File: src/hdl/ladpcm_pkg.sv
`timescale 1ns / 1ps

package ladpcm_pkg;

  localparam int SAMPLE_W = 16;
  localparam int STEP_W   = 15;
  localparam int SCALE_W  = 10;

  localparam logic [STEP_W-1:0] STEP_INIT = 15'd127;
  localparam logic [STEP_W-1:0] STEP_MIN  = 15'd127;
  localparam logic [STEP_W-1:0] STEP_MAX  = 15'd24576;

  localparam logic signed [SAMPLE_W-1:0] SAMPLE_MAX = 16'sh7fff;
  localparam logic signed [SAMPLE_W-1:0] SAMPLE_MIN = -16'sh8000;

  // one decode operation handed from the front to the core
  typedef struct packed {
    logic [3:0] code;
    logic       last;
    logic       restart;
    logic       emit;
  } nib_op_t;

  typedef struct packed {
    logic signed [SAMPLE_W-1:0] sample;
    logic                       last;
  } res_t;

  function automatic logic [SCALE_W-1:0] step_scale(input logic [2:0] mag);
    logic [SCALE_W-1:0] s;
    unique case (mag) inside
      3'd0, 3'd1, 3'd2, 3'd3: s = 10'd230;
      3'd4:                   s = 10'd307;
      3'd5:                   s = 10'd409;
      3'd6:                   s = 10'd512;
      default:                s = 10'd614;
    endcase
    return s;
  endfunction

endpackage

File: src/hdl/ladpcm_fifo.sv
`timescale 1ns / 1ps

module ladpcm_fifo #(
  parameter int WIDTH = 8,
  parameter int DEPTH = 2
) (
  input  logic             clk,
  input  logic             rst,
  input  logic             wr_en,
  input  logic [WIDTH-1:0] wr_data,
  output logic             full,
  input  logic             rd_en,
  output logic [WIDTH-1:0] rd_data,
  output logic             empty
);

  localparam int AW = (DEPTH > 1) ? $clog2(DEPTH) : 1;
  localparam int CW = $clog2(DEPTH + 1);
  localparam logic [AW-1:0] LAST_PTR = AW'(DEPTH - 1);
  localparam logic [CW-1:0] FULL_CNT = CW'(DEPTH);

  logic [WIDTH-1:0] mem [DEPTH];
  logic [AW-1:0]    wr_ptr;
  logic [AW-1:0]    rd_ptr;
  logic [CW-1:0]    cnt;
  logic             do_wr;
  logic             do_rd;

  assign full    = (cnt == FULL_CNT);
  assign empty   = (cnt == '0);
  assign do_wr   = wr_en && !full;
  assign do_rd   = rd_en && !empty;
  assign rd_data = mem[rd_ptr];

  always_ff @(posedge clk) begin
    if (do_wr) begin
      mem[wr_ptr] <= wr_data;
    end
  end

  always_ff @(posedge clk) begin
    if (rst) begin
      wr_ptr <= '0;
      rd_ptr <= '0;
      cnt    <= '0;
    end else begin
      if (do_wr) begin
        wr_ptr <= (wr_ptr == LAST_PTR) ? '0 : wr_ptr + AW'(1);
      end
      if (do_rd) begin
        rd_ptr <= (rd_ptr == LAST_PTR) ? '0 : rd_ptr + AW'(1);
      end
      case ({do_wr, do_rd})
        2'b10:   cnt <= cnt + CW'(1);
        2'b01:   cnt <= cnt - CW'(1);
        default: cnt <= cnt;
      endcase
    end
  end

`ifndef SYNTHESIS
  a_cnt_range: assert property (@(posedge clk) disable iff (rst) cnt <= FULL_CNT)
    else $error("fifo count out of range");
  a_full_hold: assert property (@(posedge clk) disable iff (rst)
    (full && !rd_en) |=> full)
    else $error("fifo lost an entry while full");
  a_empty_stay: assert property (@(posedge clk) disable iff (rst)
    (empty && !wr_en) |=> empty)
    else $error("fifo gained an entry without a write");
`endif

endmodule

File: src/hdl/ladpcm_front.sv
`timescale 1ns / 1ps

module ladpcm_front (
  input  logic                 clk,
  input  logic                 rst,
  input  logic                 push,
  output logic                 full,
  input  logic [7:0]           code_byte,
  input  logic [1:0]           nibble_count,
  input  logic                 restart,
  output logic                 op_push,
  output ladpcm_pkg::nib_op_t  op,
  input  logic                 op_full
);

  logic       pending;
  logic       pending_next;
  logic [3:0] hi_code;
  logic       accept;

  assign full   = pending || op_full;
  assign accept = push && !full;

  always_comb begin
    op           = '0;
    op_push      = 1'b0;
    pending_next = pending;
    if (pending) begin
      op.code    = hi_code;
      op.last    = 1'b1;
      op.restart = 1'b0;
      op.emit    = 1'b1;
      op_push    = !op_full;
      if (!op_full) begin
        pending_next = 1'b0;
      end
    end else if (accept) begin
      op.code      = code_byte[3:0];
      op.last      = (nibble_count == 2'd1);
      op.restart   = restart;
      op.emit      = (nibble_count != 2'd0);
      op_push      = (nibble_count != 2'd0) || restart;
      pending_next = nibble_count[1];
    end
  end

  always_ff @(posedge clk) begin
    if (rst) begin
      pending <= 1'b0;
    end else begin
      pending <= pending_next;
    end
  end

  always_ff @(posedge clk) begin
    if (accept) begin
      hi_code <= code_byte[7:4];
    end
  end

endmodule

File: src/hdl/ladpcm_core.sv
`timescale 1ns / 1ps

module ladpcm_core (
  input  logic                clk,
  input  logic                rst,
  input  logic                op_valid,
  input  ladpcm_pkg::nib_op_t op,
  output logic                op_pop,
  input  logic                res_full,
  output logic                res_push,
  output ladpcm_pkg::res_t    res
);

  logic [ladpcm_pkg::STEP_W-1:0]          step;
  logic signed [ladpcm_pkg::SAMPLE_W-1:0] hist;

  logic [ladpcm_pkg::STEP_W-1:0]          step_in;
  logic signed [ladpcm_pkg::SAMPLE_W-1:0] hist_in;
  logic signed [23:0]                     leak_p;
  logic signed [23:0]                     leak_adj;
  logic signed [ladpcm_pkg::SAMPLE_W-1:0] leaked;
  logic [3:0]                             odd;
  logic [18:0]                            diff_full;
  logic [14:0]                            diff_sat;
  logic signed [17:0]                     sum;
  logic signed [ladpcm_pkg::SAMPLE_W-1:0] hist_next;
  logic [24:0]                            step_prod;
  logic [16:0]                            step_raw;
  logic [ladpcm_pkg::STEP_W-1:0]          step_next;

  assign op_pop   = op_valid && !res_full;
  assign res_push = op_pop && op.emit;

  always_comb begin
    step_in  = op.restart ? ladpcm_pkg::STEP_INIT : step;
    hist_in  = op.restart ? '0 : hist;
    // leak: h*254/256, toward zero
    leak_p   = (24'(hist_in) <<< 8) - (24'(hist_in) <<< 1);
    leak_adj = leak_p + (leak_p[23] ? 24'sd255 : 24'sd0);
    leaked   = leak_adj[23:8];

    odd       = {op.code[2:0], 1'b1};
    diff_full = 19'(odd) * 19'(step_in);
    diff_sat  = (diff_full[18]) ? 15'h7fff : diff_full[17:3];

    if (op.code[3]) begin
      sum = 18'(leaked) - $signed({3'b000, diff_sat});
    end else begin
      sum = 18'(leaked) + $signed({3'b000, diff_sat});
    end
    if (sum > 18'(ladpcm_pkg::SAMPLE_MAX)) begin
      hist_next = ladpcm_pkg::SAMPLE_MAX;
    end else if (sum < 18'(ladpcm_pkg::SAMPLE_MIN)) begin
      hist_next = ladpcm_pkg::SAMPLE_MIN;
    end else begin
      hist_next = sum[15:0];
    end

    step_prod = 25'(ladpcm_pkg::step_scale(op.code[2:0])) * 25'(step_in);
    step_raw  = step_prod[24:8];
    if (step_raw < 17'(ladpcm_pkg::STEP_MIN)) begin
      step_next = ladpcm_pkg::STEP_MIN;
    end else if (step_raw > 17'(ladpcm_pkg::STEP_MAX)) begin
      step_next = ladpcm_pkg::STEP_MAX;
    end else begin
      step_next = step_raw[14:0];
    end

    res.sample = hist_next;
    res.last   = op.last;
  end

  always_ff @(posedge clk) begin
    if (rst) begin
      step <= ladpcm_pkg::STEP_INIT;
      hist <= '0;
    end else if (op_pop) begin
      if (op.emit) begin
        step <= step_next;
        hist <= hist_next;
      end else begin
        step <= step_in;
        hist <= hist_in;
      end
    end
  end

`ifndef SYNTHESIS
  a_step_range: assert property (@(posedge clk) disable iff (rst)
    (step >= ladpcm_pkg::STEP_MIN) && (step <= ladpcm_pkg::STEP_MAX))
    else $error("step out of range");
  a_push_needs_pop: assert property (@(posedge clk) disable iff (rst)
    res_push |-> (op_pop && !res_full))
    else $error("result beat without an operation");
  a_bare_restart: assert property (@(posedge clk) disable iff (rst)
    (op_pop && op.restart && !op.emit) |=>
      (step == ladpcm_pkg::STEP_INIT) && (hist == '0))
    else $error("restart did not clear state");
  a_hold_idle: assert property (@(posedge clk) disable iff (rst)
    !op_pop |=> ($stable(step) && $stable(hist)))
    else $error("state moved without an operation");
`endif

endmodule

File: src/hdl/leaky_adpcm_nibble_decoder.sv
`timescale 1ns / 1ps
// channel  | direction | handshake          | beat
// ---------+-----------+--------------------+----------------------------------
// input    | in        | push / full        | code_byte, nibble_count, restart
// result   | out       | pop / empty        | sample, last
//
// the decode core decodes each code combinationally; a two-code byte holds full
// while the front issues the high nibble
// first result reaches the ports through the op queue and the result queue
// rst is synchronous: step 127, history 0, both queues emptied
// a stalled result side fills the result queue, then the op queue, then full

module leaky_adpcm_nibble_decoder #(
  parameter int OP_DEPTH  = 2,
  parameter int RES_DEPTH = 2
) (
  input  logic               clk,
  input  logic               rst,
  input  logic               push,
  output logic               full,
  input  logic [7:0]         code_byte,
  input  logic [1:0]         nibble_count,
  input  logic               restart,
  output logic               empty,
  input  logic               pop,
  output logic signed [15:0] sample,
  output logic               last
);

  ladpcm_pkg::nib_op_t fe_op;
  ladpcm_pkg::nib_op_t q_op;
  ladpcm_pkg::res_t    core_res;
  ladpcm_pkg::res_t    out_res;
  logic                fe_push;
  logic                op_full;
  logic                op_empty;
  logic                op_pop;
  logic                res_full;
  logic                res_push;

  ladpcm_front u_front (
    .clk          (clk),
    .rst          (rst),
    .push         (push),
    .full         (full),
    .code_byte    (code_byte),
    .nibble_count (nibble_count),
    .restart      (restart),
    .op_push      (fe_push),
    .op           (fe_op),
    .op_full      (op_full)
  );

  ladpcm_fifo #(
    .WIDTH ($bits(ladpcm_pkg::nib_op_t)),
    .DEPTH (OP_DEPTH)
  ) u_op_q (
    .clk     (clk),
    .rst     (rst),
    .wr_en   (fe_push),
    .wr_data (fe_op),
    .full    (op_full),
    .rd_en   (op_pop),
    .rd_data (q_op),
    .empty   (op_empty)
  );

  ladpcm_core u_core (
    .clk      (clk),
    .rst      (rst),
    .op_valid (!op_empty),
    .op       (q_op),
    .op_pop   (op_pop),
    .res_full (res_full),
    .res_push (res_push),
    .res      (core_res)
  );

  ladpcm_fifo #(
    .WIDTH ($bits(ladpcm_pkg::res_t)),
    .DEPTH (RES_DEPTH)
  ) u_res_q (
    .clk     (clk),
    .rst     (rst),
    .wr_en   (res_push),
    .wr_data (core_res),
    .full    (res_full),
    .rd_en   (pop),
    .rd_data (out_res),
    .empty   (empty)
  );

  assign sample = out_res.sample;
  assign last   = out_res.last;

endmodule

File: config.mk
export PLATFORM = sky130hd
export DESIGN_NAME = leaky_adpcm_nibble_decoder
export DESIGN_NICKNAME = d
export VERILOG_FILES = /design/src/hdl/ladpcm_pkg.sv /design/src/hdl/ladpcm_fifo.sv /design/src/hdl/ladpcm_front.sv /design/src/hdl/ladpcm_core.sv /design/src/hdl/leaky_adpcm_nibble_decoder.sv
export SDC_FILE = /design/constraint.sdc
export NUM_CORES = 1
export LEC_CHECK = 0
export ABC_AREA = 1
export BUFFER_PORTS_ARGS = -buffer_cell sky130_fd_sc_hd__buf_2
export CAP_MARGIN = 20
export CORE_AREA = 2 2 144 202
export DETAILED_ROUTE_END_ITERATION = 12
export DIE_AREA = 0 0 146 204
export PLACE_DENSITY = 0.79
export SLEW_MARGIN = 10
export SYNTH_ARGS = -nofsm -noshare
export SYNTH_HDL_FRONTEND = slang
export SYNTH_SLANG_ARGS = --single-unit
File: constraint.sdc
create_clock -name clk -period 7.35 [get_ports clk]
set_clock_uncertainty 0.15 [all_clocks]
set_input_delay 0.735 -clock clk [delete_from_list [all_inputs] [get_ports clk]]
set_output_delay 0.735 -clock clk [all_outputs]
set_load 0.02 [all_outputs]
# After elaboration in Yosys (flattened, before gate mapping)
# Memory sizes are Yosys's and may differ from the RTL's. A register that Yosys moved wholly into a read port is not among the register bits.
# Cells that the tools add are included.
[totals]
memories = 2
inputBits = 15
ramBits = 48
word_cells = 97
ff_bits = 44
[memory_table]
columns = ["name", "depth", "width", "read_ports", "rd_clocked_by_memory_dff", "wr", "line_no", "rtl"]
rows = [
  ["u_res_q.mem", 2, 17, 1, 1, 1, "ladpcm_fifo.sv:22", "logic [WIDTH-1:0] mem [DEPTH];"],
  ["u_op_q.mem", 2, 7, 1, 1, 1, "ladpcm_fifo.sv:22", ""],
]
[op_classes]
mul = 2
magnitude_cmp = 4
n_reduce_logical = 21
n_eq_ne = 13
addsub = 12
muxes = 33
[op_table]
columns = ["op", "n"]
rows = [
  ["two-way mux 15 bit", 5],
  ["two-way mux 16 bit", 4],
  ["case mux 10 bit (4 select lines)", 1],
  ["multiplier 10 x 15 -> 25 bit", 1],
  ["adder 24 x 9 -> 24 bit", 1],
  ["subtractor 24 x 17 -> 24 bit", 1],
  ["multiplier 4 x 15 -> 19 bit", 1],
  ["> comparator 18 x 16 -> 1 bit, second input constant", 1],
  ["less-than comparator 18 x 16 -> 1 bit, second input constant", 1],
  ["two-way mux 18 bit", 1],
  ["adder 16 x 16 -> 17 bit", 1],
  ["> comparator 17 x 15 -> 1 bit, second input constant", 1],
  ["less-than comparator 17 x 7 -> 1 bit, second input constant", 1],
  ["two-way mux 1 bit", 17],
  ["subtractor 16 x 16 -> 17 bit", 1],
  ["two-way mux 7 bit", 2],
  ["equality test 3 bit, second input constant", 3],
  ["equality test 2 bit, second input constant", 4],
  ["two-way mux 8 bit", 1],
  ["case mux 2 bit (2 select lines)", 2],
  ["logical AND 1 bit", 7],
  ["equality test 2 x 1 -> 1 bit, second input constant", 3],
  ["equality test 3 x 2 -> 1 bit, second input constant", 2],
  ["nonzero test 2 bit", 3],
  ["9 further kinds", 20],
]

# Longest topological paths before layout
# Gate-level depths: netlist of run 1.
[depth]
word_depth = 10
depth_mapped = 51
mapped_depth_nobuf = 48

# Modules after synthesis
# From an unflattened synthesis of run 1, not the netlist that was laid out.
[hier_totals]
hier_cells = 1958
area_unflattened_um2 = 14151.1
[by_module_without_submodules]
columns = ["module", "cells_per_inst", "area_per_inst_um2", "instances"]
rows = [
  ["ladpcm_core", 1767, 11558.6, 1],
  ["ladpcm_fifo at u_res_q", 93, 1531.5, 1],
  ["ladpcm_fifo at u_op_q", 62, 777.0, 1],
  ["ladpcm_front", 35, 280.3, 1],
  ["leaky_adpcm_nibble_decoder", 1, 3.8, 1],
]

# Worst setup path after synthesis of run 1
# No wires, ideal clock.
[synth_path]
path_kind = "reg-to-reg"
from = "reg (tool-made name)"
to = "mem u_res_q.mem[0][10] (netlist name), data pin"
path_slack_ps = -87
path_buffers = 5
setup_ps = 257
t_required_ps = 6943
synth_period_minus_slack_ps = 7437
stages_incl_launch_ff = 49
arrival_time_ps = 7030
path_cell_list = "dfxtp_1 buf_6 inv_8 or2_2 o21ai_1 inv_1 clkbuf_1 clkbuf_1 nand2_1 inv_1 fa_1 inv_1 fa_1 inv_1 ha_1 nand2_1 inv_1 a21oi_1 [13 not listed] xnor2_1 ha_1 nand2_1 o21ai_0 a21oi_1 o21ai_0 a21boi_0 o21ai_0 nand2_1 nand2_1 a21oi_1 inv_1 nand3_2 nand2_2 nand2_2 buf_6 buf_4 nand2_1"
[synth_lines]
columns = ["item", "line_no"]
rows = [
  ["to (decl)", "ladpcm_fifo.sv:22"],
]

==> results.md, run 1 <==
* Status: complete, no violations
* Final #Nets at 2248
* Slowest CP cell: fa_1
* Largest net degree at the start of global routing at 57
* Setup TNS at 0 ps
* Die Footprint at just under 0.03 mm2
* Cts bufs inserted at 9
* Fin crit share at 97.5%
* Fmax at 139 MHz
* Area grow syn2layout at 12.8%
* Startpoint Class: register
* Row Count at 73
* Syn_nets at roughly 2200
* Syn. warnings at 0
* Worst Path Required at approximately 7400 ps
* Commonest non-fill, non-tap cells in the layout: 420 x nand2_1, 359 x inv_1, 198 x nor2_1
* Antenna-violating nets left at 0
* Global-route wire length before repair at 62.7 mm
* Critical path endpoint category: register
* Crit Path Max Fanout at 8
* Die width at about 150 um
* Insertion delay to the later sink of the worst-skew pair at 350 ps
* Crit Path Class: register to register
* Crit path time final at ~7200 ps
* Final GP Congestion at 1.04
* Worst slew pin tran at 1090 ps
* Core outline area at approximately 0.028 mm2
* DRC viols at 0
* Count of final max-slew check failures at 0
* Ant. Diodes at 0
* Synth Cell Area at 0.0139 mm2
* Bufs on Longest Clock Path at 2
* Worst hold path depth at 1
* Total track usage at 26.2%
* Syn avg cell area at 7.29 um2
* DR pass1 iterations at 6
* CTS tree: done
* CP most frequent cell: nand2_1
* Fin Hold WS at a little over 300 ps
* Initial DRC count at 945
* H-tree depth at 3
* Count of buffers from port buffering at 33
* Total vias in the final route at 12700
* Ports at 34
* Min-delay worst type: register to register
* Max_slew headroom at around 28%
* Post-DR wirelength/cell at ~16 um
* Hold Vio Cnt, Final at 0
* CTS clk-pin slew, worst paths at 70 ps
* HP Start: u_res_q.rd_ptr
* Fraction of registers with async set/reset at 0%
* Setup WS post-layout at approximately 180 ps
* Main flop type after synthesis: edfxtp_1
* Clock sinks at 94
* # hold bufs at CTS at 0
* CP peak stage delay at approximately 520 ps
* EDFF count, synth at 52
* Arr. time, crit path at 7200 ps
* Share of cells above drive strength 1 at 15.2%
* Most common cell after layout, fill and taps aside: nand2_1
* Worst R2R Path Depth at 46
* Synth unique cells at 54
* GR Overflow Total at 0
* Synth Instances at 1900
* FF+latch count, synth at 94
* Pre-CTS setup slack at -251 ps
* Reg2reg end: u_core.hist[13]
* Via density at 5.37
* # setup viols final at 0
* Sequential share of the synthesized area at 17.3%
* Initial antenna violation count at 0
* Post-DP HPWL at 32.2 mm
* Fillers at roughly 2600
* Starting Density at 49.2%
* Die height at 204 um
* Core Util, Final at 55.5%
* Vias in the first global route at 13100
* Worst Hold Path EP: u_res_q.rd_ptr
* Reg-to-reg setup timing slack at 180 ps
* Max cap viols at 0
* WL final at 38.9 mm
* Root Buffer: clkbuf_16
per-stage QoR:
stage / std cells / area (um2)
detailed placement: 2334 / 14800
floorplan: 1900 / 13900
finish: 2364 / 15600
global placement: 2334 / 14800
CTS: 2350 / 15100
global route: 2364 / 15600
cell type report:
class	count	area (um2)	share of cell area (%)
well taps	375	469	3.00
repair buffers	105	785	5.02
clock buffers	9	225	1.44
clock inverters	7	72.6	0.464
multi-input cells	1401	10200	65.6
inverters	373	1420	9.08
flip-flops and latches	94	2410	15.4
cell families after synthesis:
group                    Yosys count  synth area share (%)
flip-flops                        94                  17.3
XOR/XNOR                          65                  4.11
multiplexers                      17                  1.38
buffers and inverters            407                  11.4
AO/OA/AOI/OAI                    230                  9.25
AND/OR/NAND/NOR                  838                  27.1
adder cells (fa/ha/maj)          249                  29.4
registers in the layout (all words and copies together), names as in the netlist, named ones only:
register         count
u_op_q.rd_ptr        1
u_core.step         15
u_res_q.rd_ptr       1
u_res_q.mem         34
u_core.hist         16
u_res_q.wr_ptr       1
u_op_q.wr_ptr        1
u_op_q.mem          14
u_op_q.cnt           2
u_front.pending      1
u_res_q.cnt          2
u_front.hi_code      4
routing by layer:
metal  track usage, %  wire length (um)
met5                0                 0
met4             18.9              3370
met3             2.97              1750
met2             49.1             20300
met1             26.9             13500
critical path, delay by kind of cell (launching register included):
family	cells	cell delay [ps]
AND/OR/NAND/NOR	22	1980
adder cells (fa/ha/maj)	5	1770
AO/OA/AOI/OAI	5	1240
buffers and inverters	12	1130
flip-flops	1	370
XOR/XNOR	2	350
worst max path at each step:
stage                        start                  to  cells after the start
after floorplan           register  u_res_q.mem[0][10]                     48
after global placement    register   u_res_q.mem[0][3]                     42
after detailed placement  register   u_res_q.mem[0][2]                     44
after CTS                 register      u_core.hist[1]                     45
after global routing      register     u_core.hist[13]                     42
final                     register     u_core.hist[13]                     46
synth_stat cells, drive strengths merged, types with 2 or more instances:
cell type  instances  area, um2
nor4               3       18.8
ha               121       1510
inv              371       1410
o21ai             56        280
a21oi            149        795
xnor2             20        175
o21a               2       15.0
xor2              45        394
clkbuf            25       93.8
a21o               3       22.5
mux2              17        191
a211oi             2       15.0
nand3b             6       45.0
buf                9       78.8
and2               2       12.5
nand4             13       81.3
o31ai              3       36.3
dfxtp             42        841
or2                3       18.8
a31oi              2       12.5
fa               128       2560
nor2             216        860
nand3            120        791
a22o               4       35.0
edfxtp            52       1560
clkinv             2       7.51
nand2            464       1860
nor3               9       45.0
o21bai             4       30.0
what timing repair did:
item | 4_1_cts | 5_1_grt
cloned | 0 | 4
pin swaps | 0 | 18
endpoints found under the setup margin | 59 | 63
gates resized for setup | 9 | 88
buffers inserted | 0 | 10
Power of run 1 is left out: the tool's default activity adds up to more than one toggle a clock period on the data nets, which glitch-free logic cannot reach.
==> run 2: changes to the inputs <==
--- a/config.mk
+++ b/config.mk
@@ -11,7 +11,7 @@
 export CORE_AREA = 2 2 144 202
 export DETAILED_ROUTE_END_ITERATION = 12
 export DIE_AREA = 0 0 146 204
-export PLACE_DENSITY = 0.79
+export PLACE_DENSITY = 0.77
 export SLEW_MARGIN = 10
 export SYNTH_ARGS = -nofsm -noshare
 export SYNTH_HDL_FRONTEND = slang
==> constraint.sdc (replaced) <==
create_clock -name clk -period 6.87 [get_ports clk]
set_clock_uncertainty 0.15 [all_clocks]
set_input_delay 0.687 -clock clk [delete_from_list [all_inputs] [get_ports clk]]
set_output_delay 0.687 -clock clk [all_outputs]
set_load 0.02 [all_outputs]
==> run 2 against run 1 <==
Register-to-register slack worse by 130 ps. First-iteration DRC count fell by 0.53%. Via count rose by 9.5%. Cell count up 9.5%. Die area did not move. Count of clock-buffer cells in the layout rose by 3. Non-clock buffer count up 226. Maximum frequency is 5.1% higher. Sequential share of layout area down 2.2 points. Critical path type unchanged. Wire length is 14% higher.
==> results.md, run 2 (same netlist as run 1, synthesis figures left out) <==
* Max FFs per register at 34 (unchanged)
* WL final at 44.6 mm (+14%)
* Min-delay worst type: register to register
* Die Footprint at 0.0298 mm2 (unchanged)
* Post-DR wirelength/cell at 17.2 um (+4.5%)
* Max cap viols at 0 (unchanged)
* Cts bufs inserted at 9 (unchanged)
* Startpoint Class: register
* Setup WS post-layout at 49.3 ps (-132 ps)
* Final GP Congestion at 0.983 (-5.4%)
* Status: complete, no violations
* CTS tree: done
* Commonest non-fill, non-tap cells in the layout: 366 x nand2_1, 345 x inv_1, 278 x buf_4
* Core outline area at 0.0281 mm2 (unchanged)
* Hold Vio Cnt, Final at 0 (unchanged)
* Critical path endpoint category: register
* Insertion delay to the later sink of the worst-skew pair at 350 ps (about the same)
* Row Count at 73 (unchanged)
* Sequential cell area at 0.00241 mm2 (unchanged)
* Initial antenna violation count at 0 (unchanged)
* Initial DRC count at 940 (-0.53%)
* M3 GR Usage at 2.70% (-0.27 points)
* Multi-input combinational cell area at 0.0110 mm2 (+7.5%)
* HP Start: u_res_q.rd_ptr
* Slowest CP cell: fa_1
* DR pass1 iterations at 7 (+1)
* Ports at 34 (unchanged)
* Clock sinks at 94 (unchanged)
* Count of buffers from port buffering at 33 (unchanged)
* Biggest register: u_res_q.mem
* RSZ-0062 raised after global routing: yes
* Fin crit share at 99.3% (+1.7 points)
* Reg2reg end: u_core.step[0]
* Worst slew pin tran at 1050 ps (-34.3 ps)
* Pre-CTS setup slack at -359 ps (-108 ps)
* Reg-to-reg setup timing slack at 50 ps (-130 ps)
* # setup viols final at 0 (unchanged)
* # hold bufs at CTS at 0 (unchanged)
* Final #Nets at 2473 (+10%)
* Die height at 204 um (unchanged)
* DRC viols at 0 (unchanged)
* Core Util, Final at 64.6% (+9.0 points)
* Placed cell area at 0.0164 mm2 (+11%)
* GR Overflow Total at 0 (unchanged)
* Ant. Diodes at 0 (unchanged)
* Met1 usage at 27.4% (+0.47 points)
* Crit path time final at 6820 ps (-348 ps)
* Antenna-violating nets left at 0 (unchanged)
* Busiest grt layer: met2
* Arr. time, crit path at 6950 ps (-250 ps)
* Biggest regs: u_res_q.mem (34), u_core.hist (16), u_core.step (15)
* Total vias in the final route at 13900 (+9.5%)
* Via density at 5.37 (about the same)
* Die width at 146 um (unchanged)
* Global-route wire length before repair at 66.5 mm (+6.1%)
* Worst hold path depth at 1 (unchanged)
* Bufs on Longest Clock Path at 2 (unchanged)
* Met2 Use GR at 53.8% (+4.7 points)
* CP peak stage delay at 560 ps (+40 ps)
* Fin Hold WS at 308 ps (-1.82 ps)
* Total track usage at 27.8% (+1.6 points)
* Worst R2R Path Depth at 37 (-20%)
* Largest net degree at the start of global routing at 57 (unchanged)
* Post-route cell area at 0.0182 mm2 (+16%)
* Starting Density at 49.2% (unchanged)
* Vias in the first global route at 14200 (+8.3%)
* CTS clk-pin slew, worst paths at 60 ps (about the same)
* Share of cells above drive strength 1 at 30.1% (+15 points)
* Root Buffer: clkbuf_16
* H-tree depth at 3 (unchanged)
* Crit Path Class: register to register
* Worst Path Required at 7000 ps (-380 ps)
* Area grow syn2layout at 31.1%
* Post-DP HPWL at 34.7 mm (+7.7%)
* Max_slew headroom at 29.8% (+2.3 points)
* Fillers at 2282 (-13%)
* Count of final max-slew check failures at 0 (unchanged)
* Most common cell after layout, fill and taps aside: nand2_1
* Crit Path Max Fanout at 7 (-1)
* Fmax at 147 MHz (+5.1%)
-- run 2: worst max-delay path: cells and delay by family (launching register included) --
family	cells	cell delay, ps
simple gates	16	1450
compound gates	3	450
buf+inv	11	1280
flops	1	370
fa+ha+maj	6	2880
xor+xnor	1	180
-- run 2: layer usage --
layer  up-vias  wire length, um
li1       6572                -
met1      6568            14900
met2       520            23700
met3       243             1700
met4         0             4270
met5         -                0
-- run 2: how the worst max path moves through the flow --
stage          depth (start not counted)                 to     start  slack, ps
2_1_floorplan                         49  u_res_q.mem[0][8]  register          5
3_3_place_gp                          46  u_res_q.mem[0][5]  register       -160
3_5_place_dp                          46     u_core.hist[1]  register       -360
4_1_cts                               34     u_core.step[1]  register          7
5_1_grt                               37     u_core.step[0]  register       -270
6_report                              37     u_core.step[0]  register         50
-- run 2: what timing repair did --
action | 4_1_cts | 5_1_grt
cloned | 1 | 5
buffers inserted | 9 | 22
setup endpoints to repair | 63 | 63
gates resized for setup | 42 | 249
pin swaps | 16 | 97
-- run 2: area by class of cell --
type                            count  area share, %
Clock buffer                       12           1.30
Clock inverter                      4          0.179
Timing Repair Buffer              331           14.2
Multi-Input combinational cell   1400           60.6
Inverter                          373           7.87
Sequential cell                    94           13.2
Tap cell                          375           2.58
-- run 2: through the flow --
stage	TNS, ps	cells
6_report	0	2589
5_1_grt	-10530	2589
4_1_cts	0	2562
3_5_place_dp	-18450	2536
3_3_place_gp	-8020	2536
2_1_floorplan	0	1900
Power of run 2 is left out for the same reason.
==> run 3: changes to the inputs <==
==> constraint.sdc (replaced) <==
create_clock -name clk -period 8.2 [get_ports clk]
set_clock_uncertainty 0.15 [all_clocks]
set_input_delay 0.82 -clock clk [delete_from_list [all_inputs] [get_ports clk]]
set_output_delay 0.82 -clock clk [all_outputs]
set_load 0.02 [all_outputs]
==> run 3 against run 2 <==
Setup slack improved by 440 ps. Cell count decreased by 10%. Utilization decreased by 11 points. Sequential share of layout area increased by 2.8 points. Wire length decreased by 12%. Critical endpoint is now u_core.step[5]. Largest cell class unchanged. Highest routed layer unchanged.
==> results.md, run 3 (same netlist as run 1, synthesis figures left out) <==
* Status: complete, no violations
* Starting Density at 49.2% (unchanged)
* Worst slew pin tran at 1140 ps (+84.7 ps)
* Commonest non-fill, non-tap cells in the layout: 432 x nand2_1, 367 x inv_1, 207 x nor2_1
* CTS tree: done
* Initial antenna violation count at 0 (unchanged)
* Ant. Diodes at 0 (unchanged)
* Final GP Congestion at 0.956 (-2.7%)
* Ports at 34 (unchanged)
* Clock sinks at 94 (unchanged)
* Biggest register: u_res_q.mem
* Row Count at 73 (unchanged)
* Bufs on Longest Clock Path at 2 (unchanged)
* Insertion delay to the later sink of the worst-skew pair at 340 ps (about the same)
* Largest net degree at the start of global routing at 57 (unchanged)
* Global-route wire length before repair at 63.5 mm (-4.5%)
* Worst Hold Path EP: u_res_q.rd_ptr
* Fin crit share at 94.0% (-5.3 points)
* Most common cell after layout, fill and taps aside: nand2_1
* Min-delay worst type: register to register
* Biggest regs: u_res_q.mem (34), u_core.hist (16), u_core.step (15)
* DR pass1 iterations at 7 (unchanged)
* Max cap viols at 0 (unchanged)
* Count of final max-slew check failures at 0 (unchanged)
* HP Start: u_res_q.rd_ptr
* Via density at 5.42 (+1.0%)
* Crit Path Max Fanout at 9 (+2)
* Vias in the first global route at 13000 (-8.1%)
* Reg2reg end: u_core.step[5]
* Post-route cell area at 0.0150 mm2 (-17%)
* Worst hold path depth at 1 (unchanged)
* CP peak stage delay at 560 ps (about the same)
* CTS clk-pin slew, worst paths at 70 ps (about the same)
* Crit path time final at 7710 ps (+886 ps)
* Placed cell area at 0.0146 mm2 (-11%)
* Antenna-violating nets left at 0 (unchanged)
* Worst R2R Path Depth at 30 (-19%)
* Max FFs per register at 34 (unchanged)
* Final #Nets at 2215 (-10%)
* Die Footprint at 0.0298 mm2 (unchanged)
* Post-DR wirelength/cell at 16.8 um (-2.4%)
* # hold bufs at CTS at 0 (unchanged)
* GR Overflow Total at 0 (unchanged)
* Slowest CP cell: fa_1
* Arr. time, crit path at 7850 ps (+900 ps)
* Worst Path Required at 8340 ps (+1340 ps)
* Critical path endpoint category: register
* Total vias in the final route at 12600 (-9.1%)
* Share of cells above drive strength 1 at 10.3% (-20 points)
* Core Util, Final at 53.3% (-11 points)
* Root Buffer: clkbuf_16
* Post-DP HPWL at 33.0 mm (-4.9%)
* # setup viols final at 0 (unchanged)
* Crit Path Class: register to register
* WL final at 39.2 mm (-12%)
* Die width at 146 um (unchanged)
* H-tree depth at 3 (unchanged)
* Area grow syn2layout at 8.20%
* Reg-to-reg setup timing slack at 490 ps (+440 ps)
* Core outline area at 0.0281 mm2 (unchanged)
* Cts bufs inserted at 9 (unchanged)
* Count of buffers from port buffering at 33 (unchanged)
* Hold Vio Cnt, Final at 0 (unchanged)
* Startpoint Class: register
* Total track usage at 26.8% (-1.0 points)
* DRC viols at 0 (unchanged)
* Fmax at 130 MHz (-12%)
* Die height at 204 um (unchanged)
* Initial DRC count at 983 (+4.6%)
* Max_slew headroom at 24.1% (-5.7 points)
[run 3: area by class of cell]
type / instances / area (um2)
Clock buffer: 9 / 225
Clock inverter: 7 / 81.3
Fill cell: 2806 / 13100
Inverter: 373 / 1410
Multi-Input combinational cell: 1399 / 9900
Sequential cell: 94 / 2400
Tap cell: 375 / 469
Timing Repair Buffer: 74 / 498
[run 3: repair_timing]
action                                 CTS  global route
setup endpoints to repair                0            59
gates resized for setup                  0             7
setup buffers                            0             3
endpoints found under the hold margin    0             0
[run 3: metal layers]
layer | routed length [um] | GRT usage, % | part of all wire, % | vias up
li1 | - | - | - | 6081
met1 | 13000 | 25.9 | 33 | 5932
met2 | 21000 | 51.6 | 54 | 437
met3 | 1340 | 2.34 | 3.4 | 193
met4 | 3840 | 21.6 | 9.8 | 0
met5 | 0 | 0 | 0 | -
[run 3: critical path, delay by kind of cell (launching register included)]
kind / cells / cell delay [ps]
fa+ha+maj: 6 / 2940
buf+inv: 6 / 800
xor+xnor: 1 / 110
simple gates: 12 / 2030
compound gates: 5 / 1150
flops: 1 / 460
[run 3: worst max path at each step]
stage	to	slack, ps
floorplan	u_res_q.mem[0][10]	760
global placement	u_core.step[5]	690
detailed placement	u_core.hist[2]	490
CTS	u_res_q.mem[1][5]	410
global route	u_core.hist[14]	-6
finish	u_core.step[5]	490
[run 3: metrics by stage]
step	worst slack, ps	instances	setup TNS, ps	hold slack (ps)
floorplan	763	1900	0	276
global placement	686	2312	0	287
detailed placement	487	2312	0	298
CTS	409	2328	0	315
global route	-5.68	2331	-16.0	339
finish	493	2331	0	316
Power of run 3 is left out for the same reason.
